==> config.mk <==
export PLATFORM = sky130hd
export DESIGN_NAME = vfb_front_flat
export DESIGN_NICKNAME = d
export VERILOG_FILES = /design/src/voxel_frame_buffer_engine_assert.svh /design/src/vfb_pkg.sv /design/src/vfb_if.sv /design/src/vfb_front.sv /design/src/flat_wrapper.sv
export SDC_FILE = /design/constraint.sdc
export NUM_CORES = 1
export LEC_CHECK = 0
export BUFFER_PORTS_ARGS = -buffer_cell sky130_fd_sc_hd__buf_2
export CAP_MARGIN = 20
export CORE_MARGIN = 5
export CORE_UTILIZATION = 45
export DETAILED_ROUTE_END_ITERATION = 8
export PLACE_DENSITY_LB_ADDON = 0.05
export SYNTH_ARGS = -nofsm -noshare
export SYNTH_HDL_FRONTEND = slang
export SYNTH_SLANG_ARGS = --single-unit
==> constraint.sdc <==
create_clock -name clk -period 5.21 [get_ports clk]
set_input_delay 0.521 -clock clk [delete_from_list [all_inputs] [get_ports clk]]
set_output_delay 0.521 -clock clk [all_outputs]
set_load 0.05 [all_outputs]
==> src/voxel_frame_buffer_engine_assert.svh <==
// Assertion macros used by the voxel frame buffer engine back end.
`ifndef VOXEL_FRAME_BUFFER_ENGINE_ASSERT_SVH
`define VOXEL_FRAME_BUFFER_ENGINE_ASSERT_SVH
// Implication checked on every rising clock edge outside of reset.
`define VFB_ASSERT_IMPL(label, ante, cons, msg) \
  label: assert property (@(posedge clk) disable iff (!rst_n) (ante) |-> (cons)) \
    else $error(msg);
// Next-cycle implication checked outside of reset.
`define VFB_ASSERT_NEXT(label, ante, cons, msg) \
  label: assert property (@(posedge clk) disable iff (!rst_n) (ante) |=> (cons)) \
    else $error(msg);
`endif

==> src/vfb_pkg.sv <==
// Package with types, opcodes and voxel remap functions of the voxel frame buffer engine.
package vfb_pkg;
  localparam int EDGE = 4;
  localparam int NVOX = EDGE * EDGE * EDGE;
  localparam int CW = $clog2(EDGE);
  localparam int QDEPTH = 2;

  typedef logic [NVOX-1:0] plane_t;
  typedef plane_t [3:0] frame_t;

  typedef enum logic [4:0] {
    OP_VOXEL = 5'd0, OP_XLINE = 5'd1, OP_YLINE = 5'd2, OP_ZLINE = 5'd3,
    OP_XLAYER = 5'd4, OP_YLAYER = 5'd5, OP_ZLAYER = 5'd6, OP_ALL = 5'd7,
    OP_SHXP = 5'd8, OP_SHXN = 5'd9, OP_SHYP = 5'd10, OP_SHYN = 5'd11,
    OP_SHZP = 5'd12, OP_SHZN = 5'd13, OP_ROTX = 5'd14, OP_ROTY = 5'd15,
    OP_ROTZ = 5'd16, OP_MIRX = 5'd17, OP_MIRY = 5'd18, OP_MIRZ = 5'd19,
    OP_INVERT = 5'd20, OP_DIM = 5'd21, OP_BOX = 5'd22, OP_SHOW = 5'd23
  } opcode_t;

  // Remap kinds for the permutation unit.
  typedef enum logic [3:0] {
    RK_NONE, RK_MX, RK_MY, RK_MZ, RK_RX, RK_RY, RK_RZ,
    RK_SXP, RK_SXN, RK_SYP, RK_SYN, RK_SZP, RK_SZN
  } rkind_t;

  // Classified command handed from the front to the back.
  typedef struct packed {
    logic [4:0] op;
    logic [3:0] xs, xe, ys, ye, zs, ze;
    logic [3:0] level;
    logic [4:0] amount;
    rkind_t     kind1;
    logic [1:0] turns1;
    rkind_t     kind2;
    logic [1:0] turns2;
    logic       mutate;
  } cmd_t;

  typedef enum logic [1:0] { BS_IDLE, BS_ROT, BS_EMIT } bstate_t;

  function automatic int bpos(input int x, input int y, input int z);
    return (y * EDGE + x) * EDGE + z;
  endfunction

  // One pass of a voxel permutation over all four planes.
  function automatic frame_t remap(input frame_t f, input rkind_t k);
    frame_t n;
    int sx, sy, sz;
    n = '0;
    for (int y = 0; y < EDGE; y++)
      for (int x = 0; x < EDGE; x++)
        for (int z = 0; z < EDGE; z++) begin
          sx = x; sy = y; sz = z;
          unique case (k)
            RK_MX: sx = EDGE - 1 - x;
            RK_MY: sy = EDGE - 1 - y;
            RK_MZ: sz = EDGE - 1 - z;
            RK_RX: begin sy = EDGE - 1 - z; sz = y; end
            RK_RY: begin sx = z; sz = EDGE - 1 - x; end
            RK_RZ: begin sx = EDGE - 1 - y; sy = x; end
            RK_SXP: sx = x - 1;
            RK_SXN: sx = x + 1;
            RK_SYP: sy = y - 1;
            RK_SYN: sy = y + 1;
            RK_SZP: sz = z - 1;
            RK_SZN: sz = z + 1;
            default: ;
          endcase
          if (sx >= 0 && sx < EDGE && sy >= 0 && sy < EDGE && sz >= 0 && sz < EDGE)
            for (int i = 0; i < 4; i++) n[i][bpos(x, y, z)] = f[i][bpos(sx, sy, sz)];
        end
    return n;
  endfunction
endpackage

==> src/vfb_if.sv <==
// Valid/ready channel interfaces for commands and plane results.
interface vfb_cmd_if;
  logic       valid;
  logic       ready;
  logic [4:0] opcode;
  logic signed [3:0] x_start, x_end, y_start, y_end, z_start, z_end;
  logic [3:0] level;
  logic [4:0] amount;
  modport source(output valid, opcode, x_start, x_end, y_start, y_end, z_start, z_end,
                 level, amount, input ready);
  modport sink(input valid, opcode, x_start, x_end, y_start, y_end, z_start, z_end,
               level, amount, output ready);
endinterface


==> src/vfb_front.sv <==
// Command front end: accepts beats, decodes them and queues classified commands.
module vfb_front import vfb_pkg::*; (
  input  logic       clk,
  input  logic       rst_n,
  vfb_cmd_if.sink    in_cmd,
  output logic       q_valid,
  output cmd_t       q_cmd,
  input  logic       q_pop
);
  cmd_t dec;
  cmd_t q_r [QDEPTH];
  logic [$clog2(QDEPTH+1)-1:0] cnt_r, cnt_nxt;
  logic [$clog2(QDEPTH)-1:0] wp_r, rp_r;
  logic push;

  // Decode opcode into remap kinds and turn counts.
  always_comb begin
    dec = '0;
    dec.op = in_cmd.opcode;
    dec.xs = in_cmd.x_start; dec.xe = in_cmd.x_end;
    dec.ys = in_cmd.y_start; dec.ye = in_cmd.y_end;
    dec.zs = in_cmd.z_start; dec.ze = in_cmd.z_end;
    dec.level = in_cmd.level;
    dec.amount = in_cmd.amount;
    dec.kind1 = RK_NONE; dec.kind2 = RK_NONE;
    dec.mutate = 1'b1;
    priority case (in_cmd.opcode)
      OP_SHXP: begin dec.kind1 = RK_SXP; dec.turns1 = 2'd1; end
      OP_SHXN: begin dec.kind1 = RK_SXN; dec.turns1 = 2'd1; end
      OP_SHYP: begin dec.kind1 = RK_SYP; dec.turns1 = 2'd1; end
      OP_SHYN: begin dec.kind1 = RK_SYN; dec.turns1 = 2'd1; end
      OP_SHZP: begin dec.kind1 = RK_SZP; dec.turns1 = 2'd1; end
      OP_SHZN: begin dec.kind1 = RK_SZN; dec.turns1 = 2'd1; end
      OP_ROTX: begin dec.kind1 = RK_RX; dec.turns1 = in_cmd.amount[1:0]; end
      OP_ROTY: begin dec.kind1 = RK_RY; dec.turns1 = in_cmd.amount[1:0]; end
      OP_ROTZ: begin dec.kind1 = RK_RZ; dec.turns1 = in_cmd.amount[1:0]; end
      OP_MIRX: begin dec.kind1 = RK_MX; dec.turns1 = 2'd1; end
      OP_MIRY: begin dec.kind1 = RK_MY; dec.turns1 = 2'd1; end
      OP_MIRZ: begin dec.kind1 = RK_MZ; dec.turns1 = 2'd1; end
      OP_SHOW: begin
        dec.mutate = 1'b0;
        dec.turns2 = in_cmd.amount[1:0];
        unique case (in_cmd.amount[4:2])
          3'd0: dec.kind2 = RK_RY;
          3'd1: begin dec.kind1 = RK_RX; dec.turns1 = 2'd1; dec.kind2 = RK_RZ; end
          3'd2: begin dec.kind1 = RK_RX; dec.turns1 = 2'd2; dec.kind2 = RK_RY; end
          3'd3: begin dec.kind1 = RK_RX; dec.turns1 = 2'd3; dec.kind2 = RK_RZ; end
          3'd4: begin dec.kind1 = RK_RZ; dec.turns1 = 2'd1; dec.kind2 = RK_RX; end
          3'd5: begin dec.kind1 = RK_RZ; dec.turns1 = 2'd3; dec.kind2 = RK_RX; end
          default: dec.turns2 = 2'd0;
        endcase
      end
      default: ;
    endcase
    if (dec.kind1 == RK_NONE) dec.turns1 = 2'd0;
  end

  assign in_cmd.ready = (cnt_r != QDEPTH[$bits(cnt_r)-1:0]);
  assign push = in_cmd.valid && in_cmd.ready;
  assign q_valid = (cnt_r != '0);
  assign q_cmd = q_r[rp_r];

  always_comb begin
    cnt_nxt = cnt_r;
    if (push && !q_pop) cnt_nxt = cnt_r + 1'b1;
    else if (!push && q_pop) cnt_nxt = cnt_r - 1'b1;
  end

  // Queue storage.
  always_ff @(posedge clk) begin
    if (push) q_r[wp_r] <= dec;
  end

  // Queue pointers.
  always_ff @(posedge clk) begin
    if (!rst_n) begin
      cnt_r <= '0; wp_r <= '0; rp_r <= '0;
    end else begin
      cnt_r <= cnt_nxt;
      if (push) wp_r <= wp_r + 1'b1;
      if (q_pop) rp_r <= rp_r + 1'b1;
    end
  end
endmodule

==> src/flat_wrapper.sv <==
// flat-port wrapper written by rule: the top's interface ports become plain ports
module vfb_front_flat import vfb_pkg::*;
  (clk, rst_n, q_valid, q_cmd, q_pop, in_cmd_valid, in_cmd_opcode, in_cmd_x_start, in_cmd_x_end, in_cmd_y_start, in_cmd_y_end, in_cmd_z_start, in_cmd_z_end, in_cmd_level, in_cmd_amount, in_cmd_ready);
  vfb_cmd_if in_cmd_i ();
  input  logic clk;
  input  logic rst_n;
  output logic q_valid;
  output cmd_t q_cmd;
  input  logic q_pop;
  input wire logic [$bits(in_cmd_i.valid)-1:0] in_cmd_valid;
  input wire logic [$bits(in_cmd_i.opcode)-1:0] in_cmd_opcode;
  input wire logic [$bits(in_cmd_i.x_start)-1:0] in_cmd_x_start;
  input wire logic [$bits(in_cmd_i.x_end)-1:0] in_cmd_x_end;
  input wire logic [$bits(in_cmd_i.y_start)-1:0] in_cmd_y_start;
  input wire logic [$bits(in_cmd_i.y_end)-1:0] in_cmd_y_end;
  input wire logic [$bits(in_cmd_i.z_start)-1:0] in_cmd_z_start;
  input wire logic [$bits(in_cmd_i.z_end)-1:0] in_cmd_z_end;
  input wire logic [$bits(in_cmd_i.level)-1:0] in_cmd_level;
  input wire logic [$bits(in_cmd_i.amount)-1:0] in_cmd_amount;
  output wire logic [$bits(in_cmd_i.ready)-1:0] in_cmd_ready;
  assign in_cmd_i.valid = in_cmd_valid;
  assign in_cmd_i.opcode = in_cmd_opcode;
  assign in_cmd_i.x_start = in_cmd_x_start;
  assign in_cmd_i.x_end = in_cmd_x_end;
  assign in_cmd_i.y_start = in_cmd_y_start;
  assign in_cmd_i.y_end = in_cmd_y_end;
  assign in_cmd_i.z_start = in_cmd_z_start;
  assign in_cmd_i.z_end = in_cmd_z_end;
  assign in_cmd_i.level = in_cmd_level;
  assign in_cmd_i.amount = in_cmd_amount;
  assign in_cmd_ready = in_cmd_i.ready;
  vfb_front u_core (.clk(clk), .rst_n(rst_n), .in_cmd(in_cmd_i), .q_valid(q_valid), .q_cmd(q_cmd), .q_pop(q_pop));
endmodule
After elaboration in Yosys (flattened, before gate mapping) --
Memories as Yosys holds them, arrays and structs flattened. A register that Yosys moved wholly into a read port is not among the register bits. Cells that the tools add are included.
Word-level totals: register bits after elaboration 4, latch bits 0, RAM bits 102, ROM bits 0, input port bits 42, output and inout bits 53, word-level logic and storage cells 52, memories 1
Memories:
- u_core.q_r | words 2, bits a word 51, rd ports 1, clocked after Yosys merged registers in 1, wr ports 1, RTL line vfb_front.sv:11 | cmd_t q_r [QDEPTH];
Cells by class: add/subtract/negate cells 4, multipliers 0, div/mod/pow operators 0, order comparisons 0, equality and inequality tests 19, shift operators 0, muxes and demuxes 12, bitwise operators 0, reduce and logical (&&, ||, !) cells 13
Operators with widths (count):
- case mux 6 bit (13 select lines) | 1
- equality test 5 x 4 -> 1 bit (second input constant) | 8
- equality test 5 bit (second input constant) | 5
- case mux 5 bit (5 select lines) | 1
- case mux 3 bit (3 select lines) | 1
- 2-to-1 mux 2 bit | 4
- 2-to-1 mux 7 bit | 1
- equality test 3 x 2 -> 1 bit (second input constant) | 2
- equality test 3 bit (second input constant) | 2
- OR reduction 2 bit | 3
- OR reduction 6 bit | 1
- zero test 4 bit | 1
- 2-to-1 mux 1 bit | 4
- nonzero test 2 bit | 2
- equality test 3 x 1 -> 1 bit (second input constant) | 1
- logical AND 1 bit | 3
- zero test 3 bit | 1
- adder 1 bit (second input constant) | 2
- adder 2 x 1 -> 2 bit (second input constant) | 1
- zero test 1 bit | 2
- inequality test 2 bit (second input constant) | 1
- subtractor 2 x 1 -> 2 bit (second input constant) | 1

Depth between registers and ports, before layout --
word-level depth 6, mapped depth 6, depth with buffers taken out 6

Least setup slack after synthesis --
Ideal clock, no wire load.
kind flip-flop to flip-flop, start point register u_core.cnt_r[0], end point memory u_core.q_r[1][0] in the netlist's numbering, enable pin, data arrival time 2.206 ns, required time 4.797 ns, setup slack 2.591 ns, cell stages (with the launch flop) 3, buffers on the path 0, clock period less this slack 2.619 ns, path through dfxtp_1 > nand2b_1 > and3_1
Between the ends: cells in the longest elaborated chain, start to end 4
RTL lines:
- start, declared | RTL line vfb_front.sv:12 | logic [$clog2(QDEPTH+1)-1:0] cnt_r, cnt_nxt;
- start signal, assigned | RTL line vfb_front.sv:79 | cnt_r <= cnt_nxt;
- inequality test 2 bit | RTL line vfb_front.sv:58 | assign in_cmd.ready = (cnt_r != QDEPTH[$bits(cnt_r)-1:0]);
- net in_cmd_ready | RTL line flat_wrapper.sv:20 | output wire logic [$bits(in_cmd_i.ready)-1:0] in_cmd_ready;
- logical AND 1 bit | RTL line vfb_front.sv:59 | assign push = in_cmd.valid && in_cmd.ready;
- 2-to-1 mux 1 bit | RTL line vfb_front.sv:71 | if (push) q_r[wp_r] <= dec;
- 2-to-1 mux 1 bit (implied by the code) | RTL line vfb_front.sv:71
- end, declared | RTL line vfb_front.sv:11
The timed path passes the listed nets, and every way through them passes these cells.

==> metrics.md <==
| Metric | Value |
|---|---|
| Met3 track utilization from global routing | 3.06% |
| Post-synth EDFFs | 100 |
| Worst-Skew Late Latency | 0.37 ns |
| Slew @ Worst Pin | 0.692 ns |
| Postcts setup bufs | 0 |
| Mapped cell area | 4110 sq um |
| Fin Setup TNS | 0 ns |
| Starting Density | 46.6% |
| Top_reg_cell synth | edfxtp_1 |
| Pwr dens | 425 nW/um^2 |
| Tmin final | 2.68 ns |
| Final Cycle Share | 51.4% |
| FF+latch count, synth | 105 |
| Die width | 106 microns |
| Post-CTS resize count | 0 |
| Final hold vios | 0 |
| CTS buffer count | 9 |
| Maximum VDD drop | 210 uV |
| Layout cell share with drive strength beyond 1 | 50.3% |
| All-Layer GR Usage | 13.2% |
| Sequential share of the synthesized area | 75.6% |
| Via density | 5.14 |
| Syn Nets | 271 |
| H-tree depth | 3 |
| Reg2Reg Capture Point | u_core.q_r[0][47] |
| Post-synth cell types | 41 |
| DRT iter0 DRCs | 56 |
| Number of global-route vias before repair | 2,335 |
| CTS tree | yes |
| Max incr delay on CP | 0.70 ns |
| Worst hold start | in_cmd_y_start[3] |
| Reg2reg path depth | 4 |
| Row Count | 34 |
| Worst Setup End Kind | primary output |
| Num ports | 95 |
| Final Non-Filler Cells | 438 |
| Reg2reg setup slack | 3.30 ns |
| # hold bufs at CTS | 0 |
| Clock Root Buffer | clkbuf_8 |
| Die area | 11,100 sq um |
| CP Max Fanout | 28 |
| Met2 Usage GRT | 22.2% |
| Total power | 2080 uW |
| GRT met1 Usage | 16.3% |
| First-pass GRT wire length | 11,400 microns |
| Origin of the critical flop-to-flop path | u_core.cnt_r[0] |
| Pin count of the biggest net entering global routing | 51 |
| Worst-path clk slew | 0.11 ns |
| Run status | finished, final reports clean |
| Critical Path, Cell by Cell | buf_4, mux2_2, buf_2 |
| Area Overhead vs Synth | 19.3% |
| Synth Instances | 228 |
| Startpoint Class | flop |
| Clock buffer depth | 2 |
| CP max stage cell | dfxtp_2 |
| Ys async rst share | 0% |
| Core ar. | 8810 sq um |
| Filler cell count | 749 |
| Gr busiest metal | met2 |
| Setup violations, final | 0 |
| Worst min path class | in -> reg |
| Residual DRC count | 0 |
| F_max | 373 MHz |
| Gp weighted congestion | 0.716 |
| Routed wire length | 7340 microns |
| Required time worst endpoint | 4.69 ns |
| Setup Skew | 0.00992 ns |
| Die height | 106 microns |
| DR WL/cell | 16.8 microns |
| Detail Route Antenna Nets | 0 |
| Critical path data arrival time | 2.16 ns |
| Synth Area per Inst | 18.0 sq um |
| Max-slew violation count | 0 |
| Hold Path Sink | u_core.q_r[0][37] |
| WS Path Type | reg -> out |
| # Max-Cap Violations | 0 |
| # nets final | 368 |
| Post-DP HPWL | 4740 microns |
| DR vias | 2,250 |
| Initial antenna violation count | 0 |
| Global route overflow | 0 |
| Placed insts | 422 |
| Ant. Diodes | 0 |
| IO Port Bufs | 93 |
| Drt first pass iters | 4 |
| Clock sinks | 105 |
| RSZ-0062 raised after global routing | false |
| Leakage Power | 0.00184 uW |
| Slew HR | 53.9% |
| Hold depth | 1 |
| Yosys Warn Count | 0 |
layout by cell type, fill, tap and decap left out, types with 2 or more instances in the layout:
cell type,synthesis,final
o21ai_0,3,3
buf_2,6,93
edfxtp_1,100,100
and2b_1,2,2
inv_1,7,6
xor2_1,2,2
nor2_1,8,8
mux2_2,46,46
inv_2,1,2
dfxtp_1,5,4
a21oi_1,5,5
mux2_1,4,4
nor3_1,3,3
clkbuf_8,0,9
buf_4,2,3
clkinv_4,0,2
o211ai_1,2,2
bufinv_16,0,2
nor2b_1,2,2
nand2_1,5,5
per-stage QoR:
| stage | area, sq um | hold slack (ns) | setup WS [ns] | util [%] |
|---|---|---|---|---|
| finish | 4900 | 0.330 | 2.53 | 55.6 |
| CTS | 4900 | 0.312 | 2.45 | 55.6 |
| global route | 4900 | 0.312 | 2.37 | 55.6 |
| detailed placement | 4670 | 0.500 | 2.87 | 53.0 |
| global placement | 4670 | 0.485 | 2.88 | 53.0 |
| floorplan | 4110 | 0.467 | 2.59 | - |
layer usage:
layer  vias up  part of all wire, %
met5         -                    0
met1      1113                   44
met3        12                  5.4
met4         0                  1.6
li1       1060                    -
met2        65                   49
cells by family (layout without fill, tap and decap cells):
group | after synthesis | count (layout) | share of synthesized area [%]
AOI/OAI and AO/OA | 17 | 17 | 2.71
adders and majority gates | 1 | 1 | 0.305
DFF | 105 | 105 | 75.6
buffers and inverters | 18 | 120 | 2.19
other | 1 | 1 | 0.0913
muxes | 51 | 51 | 14.0
xor gates and xnor gates | 3 | 3 | 0.640
and+or+nand+nor | 32 | 32 | 4.51
critical path: cells and delay by family (launching register included):
family | cells | cell delay [ns]
flip-flops | 1 | 0.70
buffers and inverters | 2 | 0.67
multiplexers | 1 | 0.40
state kept, by name (all words and copies together) (netlist names), named ones only:
| name | flops |
|---|---|
| u_core.cnt_r | 2 |
| u_core.q_r | 100 |
| u_core.rp_r | 1 |
| u_core.wp_r | 1 |
worst max path at each step:
stage	startpoint	end	slack [ns]
floorplan	u_core.cnt_r[0]	u_core.q_r[1][0]	2.59
global placement	flop	q_cmd[16]	2.88
detailed placement	flop	q_cmd[17]	2.87
CTS	flop	q_cmd[17]	2.45
global route	flop	q_cmd[39]	2.37
finish	flop	q_cmd[39]	2.53
cell type report:
cell class                      instances  area (sq um)  share of cell area, %
Inverter                                8          30.0                  0.613
Clock inverter                          7           103                   2.10
Sequential cell                       105          3100                   63.4
Multi-Input combinational cell        105           913                   18.7
Tap cell                              108           135                   2.76
Clock buffer                            9           124                   2.53
Timing Repair Buffer                   96           488                   9.96
Yosys cell counts (2+ instances only):
cell type | instances | area [sq um]
a21oi_1 | 5 | 25.0
and2b_1 | 2 | 15.0
and3_1 | 2 | 12.5
buf_2 | 6 | 30.0
buf_4 | 2 | 15.0
dfxtp_1 | 5 | 100
edfxtp_1 | 100 | 3000
inv_1 | 7 | 26.3
mux2_1 | 4 | 45.0
mux2_2 | 46 | 518
nand2_1 | 5 | 18.8
nor2_1 | 8 | 30.0
nor2b_1 | 2 | 12.5
nor3_1 | 3 | 15.0
o211ai_1 | 2 | 15.0
o21ai_0 | 3 | 15.0
xor2_1 | 2 | 17.5
where the power goes:
group	switching [uW]	internal (uW)	total (uW)
registers	25.6	1020	1050
clock network	283	277	560
logic	350	126	476
total	659	1420	2080
No activity file was read; power rests on OpenSTA's default activity.
